--- config.mk ---
export PLATFORM = sky130hd
export DESIGN_NAME = sequence_reorder_buffer
export DESIGN_NICKNAME = d
export VERILOG_FILES = /design/src/sv/srb_pkg.sv /design/src/sv/sequence_reorder_buffer.sv
export SDC_FILE = /design/constraint.sdc
export NUM_CORES = 1
export LEC_CHECK = 0
export BUFFER_PORTS_ARGS = -buffer_cell sky130_fd_sc_hd__buf_2
export CORE_UTILIZATION = 54
export DETAILED_ROUTE_END_ITERATION = 10
export PLACE_DENSITY = 0.71
export SLEW_MARGIN = 20
export SYNTH_ARGS = -nofsm -noshare
export SYNTH_HDL_FRONTEND = slang
export SYNTH_SLANG_ARGS = --single-unit
--- constraint.sdc ---
create_clock -name clock -period 5.85 [get_ports clock]
set_input_delay 0.2925 -clock clock [delete_from_list [all_inputs] [get_ports clock]]
set_output_delay 0.2925 -clock clock [all_outputs]
set_load 0.1 [all_outputs]
--- src/sv/srb_pkg.sv ---
// Shared constants and types for the sequence reorder buffer.
package srb_pkg;

   localparam int WINDOW_DEFAULT  = 32;
   localparam int ID_BITS_DEFAULT = 16;

   localparam int FIELD_BITS = 16;
   localparam int KIND_BITS  = 3;

   typedef logic [KIND_BITS-1:0]  kind_type;
   typedef logic [FIELD_BITS-1:0] field_type;

   localparam kind_type KIND_DELIVERED = 3'd0;
   localparam kind_type KIND_BUFFERED  = 3'd1;
   localparam kind_type KIND_STALE     = 3'd2;
   localparam kind_type KIND_BEYOND    = 3'd3;
   localparam kind_type KIND_DUPLICATE = 3'd4;

endpackage

--- src/sv/sequence_reorder_buffer.sv ---
// Sequence reorder buffer: delivers frames in id order from a ring of buffered handles.
//
//   channel  ports                                  direction
//   req      req_valid/req_stall, frame_id, ref     in
//   rsp      rsp_valid/rsp_stall, kind, id, ref, last out
//   csr      csr_wr_en, csr_wr_data                 in
//
// A frame is registered when taken and classified in the EVAL state; a delivery that
// finds the next slot filled drains the buffered frames in order, and no new frame is
// taken until its last result is registered. The handle ring is a memory with one
// registered read port, read one slot per cycle while rsp is not stalled; stalls on
// rsp hold the drain in place. Reset is synchronous and clears the valid marks at once.
module sequence_reorder_buffer #(
   parameter int WINDOW  = srb_pkg::WINDOW_DEFAULT,
   parameter int ID_BITS = srb_pkg::ID_BITS_DEFAULT
) (
   input  logic               clock,
   input  logic               reset,
   input  logic               req_valid,
   output logic               req_stall,
   input  srb_pkg::field_type req_frame_id,
   input  srb_pkg::field_type req_payload_ref,
   output logic               rsp_valid,
   input  logic               rsp_stall,
   output srb_pkg::kind_type  rsp_kind,
   output srb_pkg::field_type rsp_out_id,
   output srb_pkg::field_type rsp_out_ref,
   output logic               rsp_last,
   input  logic               csr_wr_en,
   input  srb_pkg::field_type csr_wr_data
);
   import srb_pkg::*;

   localparam int HEAD_BITS = $clog2(WINDOW);
   localparam int SUM_BITS  = $clog2(2 * WINDOW);

   localparam logic [1:0] ST_IDLE  = 2'd0;
   localparam logic [1:0] ST_EVAL  = 2'd1;
   localparam logic [1:0] ST_DRAIN = 2'd2;

   logic [1:0]           state_ff, state_in;
   logic [ID_BITS-1:0]   expected_ff, expected_in;
   logic [HEAD_BITS-1:0] head_ff, head_in;
   logic [WINDOW-1:0]    valid_ff, valid_in;
   logic [ID_BITS-1:0]   frame_id_ff;
   field_type            frame_ref_ff;

   logic                 rsp_valid_ff, rsp_valid_in;
   kind_type             kind_ff, kind_in;
   field_type            out_id_ff, out_id_in;
   field_type            out_ref_ff, out_ref_in;
   logic                 last_ff, last_in;

   field_type            slot_mem [WINDOW];
   field_type            rd_data_ff;
   logic                 wr_en;
   logic [HEAD_BITS-1:0] wr_addr;

   logic                 out_free;
   logic [ID_BITS-1:0]   id_delta;
   logic [SUM_BITS-1:0]  slot_sum;
   logic [HEAD_BITS-1:0] slot_idx;
   logic [HEAD_BITS-1:0] head_next;
   logic                 accept;

   assign req_stall   = (state_ff != ST_IDLE);
   assign accept      = req_valid && !req_stall;
   assign out_free    = !rsp_valid_ff || !rsp_stall;
   assign rsp_valid   = rsp_valid_ff;
   assign rsp_kind    = kind_ff;
   assign rsp_out_id  = out_id_ff;
   assign rsp_out_ref = out_ref_ff;
   assign rsp_last    = last_ff;

   assign id_delta  = frame_id_ff - expected_ff;
   assign slot_sum  = SUM_BITS'(head_ff) + SUM_BITS'(id_delta);
   assign slot_idx  = (slot_sum >= SUM_BITS'(WINDOW)) ?
                      HEAD_BITS'(slot_sum - SUM_BITS'(WINDOW)) : HEAD_BITS'(slot_sum);
   assign head_next = (head_ff == HEAD_BITS'(WINDOW - 1)) ? '0 : head_ff + 1'b1;

   always_comb begin
      state_in     = state_ff;
      expected_in  = expected_ff;
      head_in      = head_ff;
      valid_in     = valid_ff;
      rsp_valid_in = rsp_valid_ff && rsp_stall;
      kind_in      = kind_ff;
      out_id_in    = out_id_ff;
      out_ref_in   = out_ref_ff;
      last_in      = last_ff;
      wr_en        = 1'b0;
      wr_addr      = slot_idx;
      case (state_ff)
         ST_IDLE: begin
            if (accept) begin
               state_in = ST_EVAL;
            end
         end
         ST_EVAL: begin
            if (out_free) begin
               rsp_valid_in = 1'b1;
               out_id_in    = FIELD_BITS'(32'(frame_id_ff));
               out_ref_in   = frame_ref_ff;
               last_in      = 1'b1;
               state_in     = ST_IDLE;
               if (id_delta == '0) begin
                  kind_in     = KIND_DELIVERED;
                  expected_in = expected_ff + 1'b1;
                  head_in     = head_next;
                  // start the drain when the next slot holds a frame
                  if (valid_ff[head_next]) begin
                     last_in  = 1'b0;
                     state_in = ST_DRAIN;
                  end
               end else if (id_delta[ID_BITS-1]) begin
                  kind_in = KIND_STALE;
               end else if (id_delta > ID_BITS'(WINDOW)) begin
                  kind_in = KIND_BEYOND;
               end else if (valid_ff[slot_idx]) begin
                  kind_in = KIND_DUPLICATE;
               end else begin
                  kind_in            = KIND_BUFFERED;
                  valid_in[slot_idx] = 1'b1;
                  wr_en              = 1'b1;
               end
            end
         end
         ST_DRAIN: begin
            if (out_free) begin
               rsp_valid_in      = 1'b1;
               kind_in           = KIND_DELIVERED;
               out_id_in         = FIELD_BITS'(32'(expected_ff));
               out_ref_in        = rd_data_ff;
               valid_in[head_ff] = 1'b0;
               expected_in       = expected_ff + 1'b1;
               head_in           = head_next;
               last_in           = !valid_ff[head_next];
               if (!valid_ff[head_next]) begin
                  state_in = ST_IDLE;
               end
            end
         end
         default: begin
            state_in = ST_IDLE;
         end
      endcase
      if (csr_wr_en) begin
         expected_in = ID_BITS'(32'(csr_wr_data));
         head_in     = '0;
         valid_in    = '0;
      end
   end

   always_ff @(posedge clock) begin
      if (reset) begin
         state_ff     <= ST_IDLE;
         expected_ff  <= '0;
         head_ff      <= '0;
         valid_ff     <= '0;
         rsp_valid_ff <= 1'b0;
      end else begin
         state_ff     <= state_in;
         expected_ff  <= expected_in;
         head_ff      <= head_in;
         valid_ff     <= valid_in;
         rsp_valid_ff <= rsp_valid_in;
      end
   end

   always_ff @(posedge clock) begin
      if (accept) begin
         frame_id_ff  <= ID_BITS'(32'(req_frame_id));
         frame_ref_ff <= req_payload_ref;
      end
      kind_ff    <= kind_in;
      out_id_ff  <= out_id_in;
      out_ref_ff <= out_ref_in;
      last_ff    <= last_in;
   end

   // read the slot the head will point at; it is ready when the drain looks at it
   always_ff @(posedge clock) begin
      if (wr_en) begin
         slot_mem[wr_addr] <= frame_ref_ff;
      end
      rd_data_ff <= slot_mem[head_in];
   end

endmodule
# After elaboration in Yosys (flattened, before gate mapping)
# Memories as Yosys holds them, arrays and structs flattened. A register that Yosys moved wholly into a read port is not among the register bits.
# Index checks and enable logic that the tools add are counted.
# word_totals
ff_bits	124
mem_bits_rw	512
inputBits	53
out_inout_bits	38
elab_cells	123
mem_count	1
# mem_list
memory	depth	word_bits	rd	rd_ports_with_merged_regs	wr	line_no	source
slot_mem	32	16	1	1	1	sequence_reorder_buffer.sv:54	field_type slot_mem [WINDOW];
# op_classes
addsub	5
order_cmp	7
eq_ne	14
mux	62
n_bitwise	3
n_reduce_logical	20
# op_table
op	count
2-to-1 mux 32 bit	6
2-to-1 mux 16 bit	8
one-hot mux 16 bit (2 select lines)	3
one-hot mux 32 bit (2 select lines)	1
bitwise AND 32 bit	1
NOT 32 bit	1
bitwise OR 32 bit	1
2-to-1 mux 5 bit	6
less-than comparator 5 x 6 -> 1 bit (second input constant)	3
2-to-1 mux 1 bit	18
2-to-1 mux 3 bit	6
adder 16 x 1 -> 16 bit (second input constant)	1
greater-than comparator 16 x 6 -> 1 bit (second input constant)	1
zero test 16 bit	1
inequality test 2 bit (second input constant)	8
subtractor 16 bit	1
2-to-1 mux 2 bit	6
binary-select mux 1 bit (select 5 bit)	2
demux 1 bit (select 5 bit)	2
greater-or-equal comparator 5 x 1 -> 1 bit (second input constant)	2
one-hot mux 5 bit (2 select lines)	1
inequality test 3 bit (second input constant)	3
AND reduction 4 bit	2
AND reduction 7 bit	1
other kinds (18)	26

# Depth between registers and ports, before layout
# depth
word_depth	15
depth_mapped	19
depth_no_buf	18

# Worst setup path before layout
# No wires, ideal clock.
# synth_timing
path_kind	reg-to-reg
startpoint	register expected_ff[0]
endpoint	memory slot_mem[10][0] (netlist name), enable pin
setup_ps	388
arrival_time_ps	4580
t_required_ps	5462
setup_slack_ps	881
path_stages_with_launch	14
n_path_buf	2
synth_period_minus_slack_ps	4969
cell_sequence	dfxtp_1 ha_1 fa_1 fa_1 buf_1 mux4_2 mux2_2 mux4_2 o211a_1 nor4_1 nor2b_1 nand2b_1 clkbuf_1 nor2_1
# synth_via
elab_chain_cells	14
elab_cells_between_ends	17
classes_between	add/sub (3); order compare (2); mux (11); reduce/logical (1)
# synth_lines
item	line_no	source
start, declared	sequence_reorder_buffer.sv:42	logic [ID_BITS-1:0] expected_ff, expected_in;
start signal, assigned	sequence_reorder_buffer.sv:163	expected_ff <= expected_in;
subtractor 16 bit (*)	sequence_reorder_buffer.sv:75	assign id_delta = frame_id_ff - expected_ff;
adder 5 x 6 -> 6 bit	sequence_reorder_buffer.sv:76	assign slot_sum = SUM_BITS'(head_ff) + SUM_BITS'(id_delta);
subtractor 5 x 1 -> 5 bit or greater-or-equal comparator 6 bit (tied branches)	sequence_reorder_buffer.sv:78, sequence_reorder_buffer.sv:77	
2-to-1 mux 5 bit	sequence_reorder_buffer.sv:77	assign slot_idx = (slot_sum >= SUM_BITS'(WINDOW)) ?
binary-select mux 1 bit (select 5 bit)	sequence_reorder_buffer.sv:119	end else if (valid_ff[slot_idx]) begin
2-to-1 mux 1 bit (not written as such)	sequence_reorder_buffer.sv:119	
2-to-1 mux 1 bit	sequence_reorder_buffer.sv:119	
2-to-1 mux 1 bit	sequence_reorder_buffer.sv:117	end else if (id_delta > ID_BITS'(WINDOW)) begin
2-to-1 mux 1 bit	sequence_reorder_buffer.sv:115	end else if (id_delta[ID_BITS-1]) begin
2-to-1 mux 1 bit	sequence_reorder_buffer.sv:106	if (id_delta == '0) begin
2-to-1 mux 1 bit	sequence_reorder_buffer.sv:100	if (out_free) begin
2-to-1 mux 1 bit	sequence_reorder_buffer.sv:93	case (state_ff)
2-to-1 mux 1 bit	sequence_reorder_buffer.sv:183	if (wr_en) begin
2-to-1 mux 1 bit (not written as such)	sequence_reorder_buffer.sv:184	slot_mem[wr_addr] <= frame_ref_ff;
end, declared	sequence_reorder_buffer.sv:54	
# Every way passes the cells marked *; elsewhere a longest branch is shown, timed or not. The select of a mux whose other input is x is not followed.

# Worst setup path in the final report
# layout_timing
startpoint	register expected_ff[0]
endpoint	register rd_data_ff[10] (read register of slot_mem)
# layout_via
elab_chain_cells	6
# layout_lines
item	line_no	source
subtractor 16 bit	sequence_reorder_buffer.sv:75	
zero test 16 bit	sequence_reorder_buffer.sv:106	
2-to-1 mux 5 bit	sequence_reorder_buffer.sv:106	
2-to-1 mux 5 bit	sequence_reorder_buffer.sv:100	
one-hot mux 5 bit (2 select lines)	sequence_reorder_buffer.sv:93	
2-to-1 mux 5 bit	sequence_reorder_buffer.sv:147	if (csr_wr_en) begin
end, declared	sequence_reorder_buffer.sv:55	field_type rd_data_ff;
# No other way between the ends.
# A chain may end at the register's enable or synchronous reset.

==> impl_metrics.tcl <==
set metrics [dict create \
    cts-root-buf "clkbuf_16" \
    synth_area_um2 28400 \
    yosysTopAreaCellShare_pct 61.3 \
    drv_cap 0 \
    dpl.hpwl_mm 51.0 \
    min_from "csr_wr_data[14]" \
    mostFrequentLayoutCells "580 x edfxtp_1, 308 x nand2_1, 194 x nand3_1, 98 x a31oi_1, 90 x buf_2" \
    core-area_um2 51600 \
    drt-initial-drc-count 2763 \
    start_util_pct 55.1 \
    critPathKind "reg -> reg" \
    start_kind "register" \
    finClkSkew_ns 0.0359 \
    ys_types 75 \
    min_path_cells 4 \
    slew_viol_final 0 \
    synth_top_flop_cell "edfxtp_1" \
    required_ns 6.40 \
    post-cts-setup-buffers 0 \
    gp_congestion 0.945 \
    die_y_um 231 \
    worstPathArrival_ns 5.85 \
    cts_hold_buffers 47 \
    grt_max_degree 76 \
    grt.total_usage_pct 31.8 \
    dp_slack_ns 0.642 \
    outcome "finished clean" \
    final_common_cell "edfxtp_1" \
    synth_area_leaders "edfxtp_1 61%, dfxtp_1 5.1%, nand2_1 4.1%" \
    syn_area_per_cell_um2 12.7 \
    post-route-min-period_ns 5.30 \
    tightest_slew_ns 1.17 \
    fillerInstances 3724 \
    cp_max_fo 31 \
    min_path_type "in -> reg" \
    synthToLayoutAreaGrowth_pct 14.9 \
    synth_edf_count 580 \
    netlist_instances 2242 \
    cts_buffers 68 \
    hold-path-endpoint "expected_ff[14]" \
    yosys.area.top_type "edfxtp_1" \
    synth-seq-cells 652 \
    wl_per_cell_um 27.2 \
    reg2reg_to "rd_data_ff[10]" \
    viasPerCell 6.68 \
    multiInputGateArea_um2 8840 \
    port_buffers 90 \
    drive_gt1_share_pct 14.9 \
    first_pass_iters 6 \
    vias 20817 \
    cts_tree "built" \
    reg2regPathDepth 16 \
    ff2ff_setup_slack_ns 0.55 \
    setup_ws_ns 0.549 \
    relSlewSlack_pct 22.1 \
    holdWs_ns 0.0613 \
    yosys_warnings 0 \
    post-route-period-util_pct 90.6 \
    vdd_drop_max_v 0.000210 \
    antenna_found_initial 5 \
    grt_pass1_vias 19854 \
    grt_setup_unrepaired "false" \
    setup_viol 0 \
    insertion_delay_ns 0.63 \
    fp.dieArea_um2 53500 \
    ctsResizeCount 0 \
    die_x_um 231 \
    max_freq_mhz 189 \
    hold_violations 0 \
    rows 83 \
    clockBufferDepth 3 \
    grt_first_pass_wirelength_mm 126 \
    clk_pin_slew_ns 0.07 \
    wl_mm 84.8 \
    overflow 0 \
    remaining_drc_errors 0 \
    io_pins 91 \
    fin_nets 2465 \
    syn_nets 2326 \
    cp-end-kind "register" \
    ys_async_sr_fraction_pct 0 \
    r2r-start "expected_ff[0]" \
    power.density_nw_per_um2 316 \
    seq_area_frac_synth_pct 66.4 \
    postRouteAntennaNets 0 \
    tns_ns 0 \
    p_leak_nw 11.2 \
    cts.sinks 652 \
    cts_htree_levels 3 \
    regArea_um2 18900 \
]
[flip-flops by register name (all words and copies together) (netlist names)]
name          flops
frame_ref_ff     16
slot_mem        512
expected_ff      16
rd_data_ff       16
state_ff          2
rsp_kind          3
rsp_out_id       16
rsp_valid         1
rsp_out_ref      16
valid_ff         32
rsp_last          1
head_ff           5
frame_id_ff      16
[cells in the mapped netlist (4+ instances only)]
master	n
a211oi_1	57
a21o_1	17
a21oi_1	54
a221oi_1	79
a22o_1	4
a22oi_1	50
a311oi_1	4
a31oi_1	99
a32oi_1	31
and2_1	7
and3_1	53
buf_1	12
buf_2	31
clkbuf_1	107
dfxtp_1	72
edfxtp_1	580
ha_1	29
inv_1	50
mux2_2	34
mux2i_1	36
mux4_2	14
nand2_1	309
nand2b_1	7
nand3_1	194
nand4_1	20
nor2_1	78
nor2b_1	5
nor3_1	16
nor4_1	6
o211ai_1	5
o21a_1	10
o21ai_0	72
or2_2	4
or3_1	8
xnor2_1	23
xor2_1	8
[kinds of logic after synthesis]
family                     after synthesis  share of synthesized area [%]
DFF                                    652                           66.4
adders and majority gates               31                           1.42
and+or+nand+nor                        723                           11.8
buffers and inverters                  206                           2.94
muxes                                   84                           3.72
AOI/OAI and AO/OA                      515                           12.8
xor gates and xnor gates                31                          0.955
[worst max path at each step]
stage                   startpoint               end  slack [ns]  cells after the start
floorplan           expected_ff[0]   slot_mem[10][0]        0.88                     13
global placement    expected_ff[0]   slot_mem[28][2]        0.67                     13
detailed placement  expected_ff[0]  slot_mem[16][15]        0.64                     13
CTS                 expected_ff[0]  slot_mem[16][15]        0.61                     13
global route        expected_ff[1]   slot_mem[30][3]        0.24                     16
finish              expected_ff[0]    rd_data_ff[10]        0.55                     16
[per-layer routing]
| layer | global-route usage [%] | part of all wire [%] | vias up |
|---|---|---|---|
| met4 | 15.4 | 4.9 | 4 |
| met1 | 43.2 | 38 | 10209 |
| met2 | 49.2 | 46 | 1409 |
| met3 | 6.31 | 11 | 240 |
| li1 | - | - | 8955 |
| met5 | 0 | 0.029 | - |
[power by group]
part           switching, mW  leakage (nW)  internal, mW  total (mW)
Sequential            0.0302          5.83          5.12        5.15
Combinational          0.534          4.27         0.187       0.721
Clock                   1.85          1.12          2.58        4.43
Total                   2.42          11.2          7.89        10.3
[through the flow]
stage / cells / util [%] / power [mW] / cell area, um^2
after floorplan: 2242 / - / 5.68 / 28400
after global routing: 3118 / 63.2 / 10.5 / 32600
after CTS: 3116 / 63.2 / 10.3 / 32600
after global placement: 2944 / 57.9 / 5.92 / 29900
after detailed placement: 2944 / 57.9 / 5.93 / 29900
final: 3118 / 63.2 / 10.3 / 32600
[final cells by class]
type,count,share of cell area [%]
clock buffer,90,5.95
clock inverter,35,1.02
multi-input combinational,1384,27.1
sequential,652,57.8
antenna,2,0.0153
timing repair buffer,223,4.95
inverter,52,0.598
tap,680,2.61
[critical path, stage by stage (launching register included)]
cell      delay [ns]
dfxtp_1         0.39
ha_1            0.24
fa_1            0.44
nor2b_4         0.14
o31a_1          0.24
o21ai_0         0.17
a21o_1          0.20
a22o_1          0.27
or4_4           0.51
or2_1           0.37
o31ai_4         0.30
buf_4           0.40
buf_4           0.44
a221oi_1        0.15
a211oi_1        0.52
a31oi_1         0.20
nand4_1         0.24
Note: power is estimated with default switching activity, not from simulation.
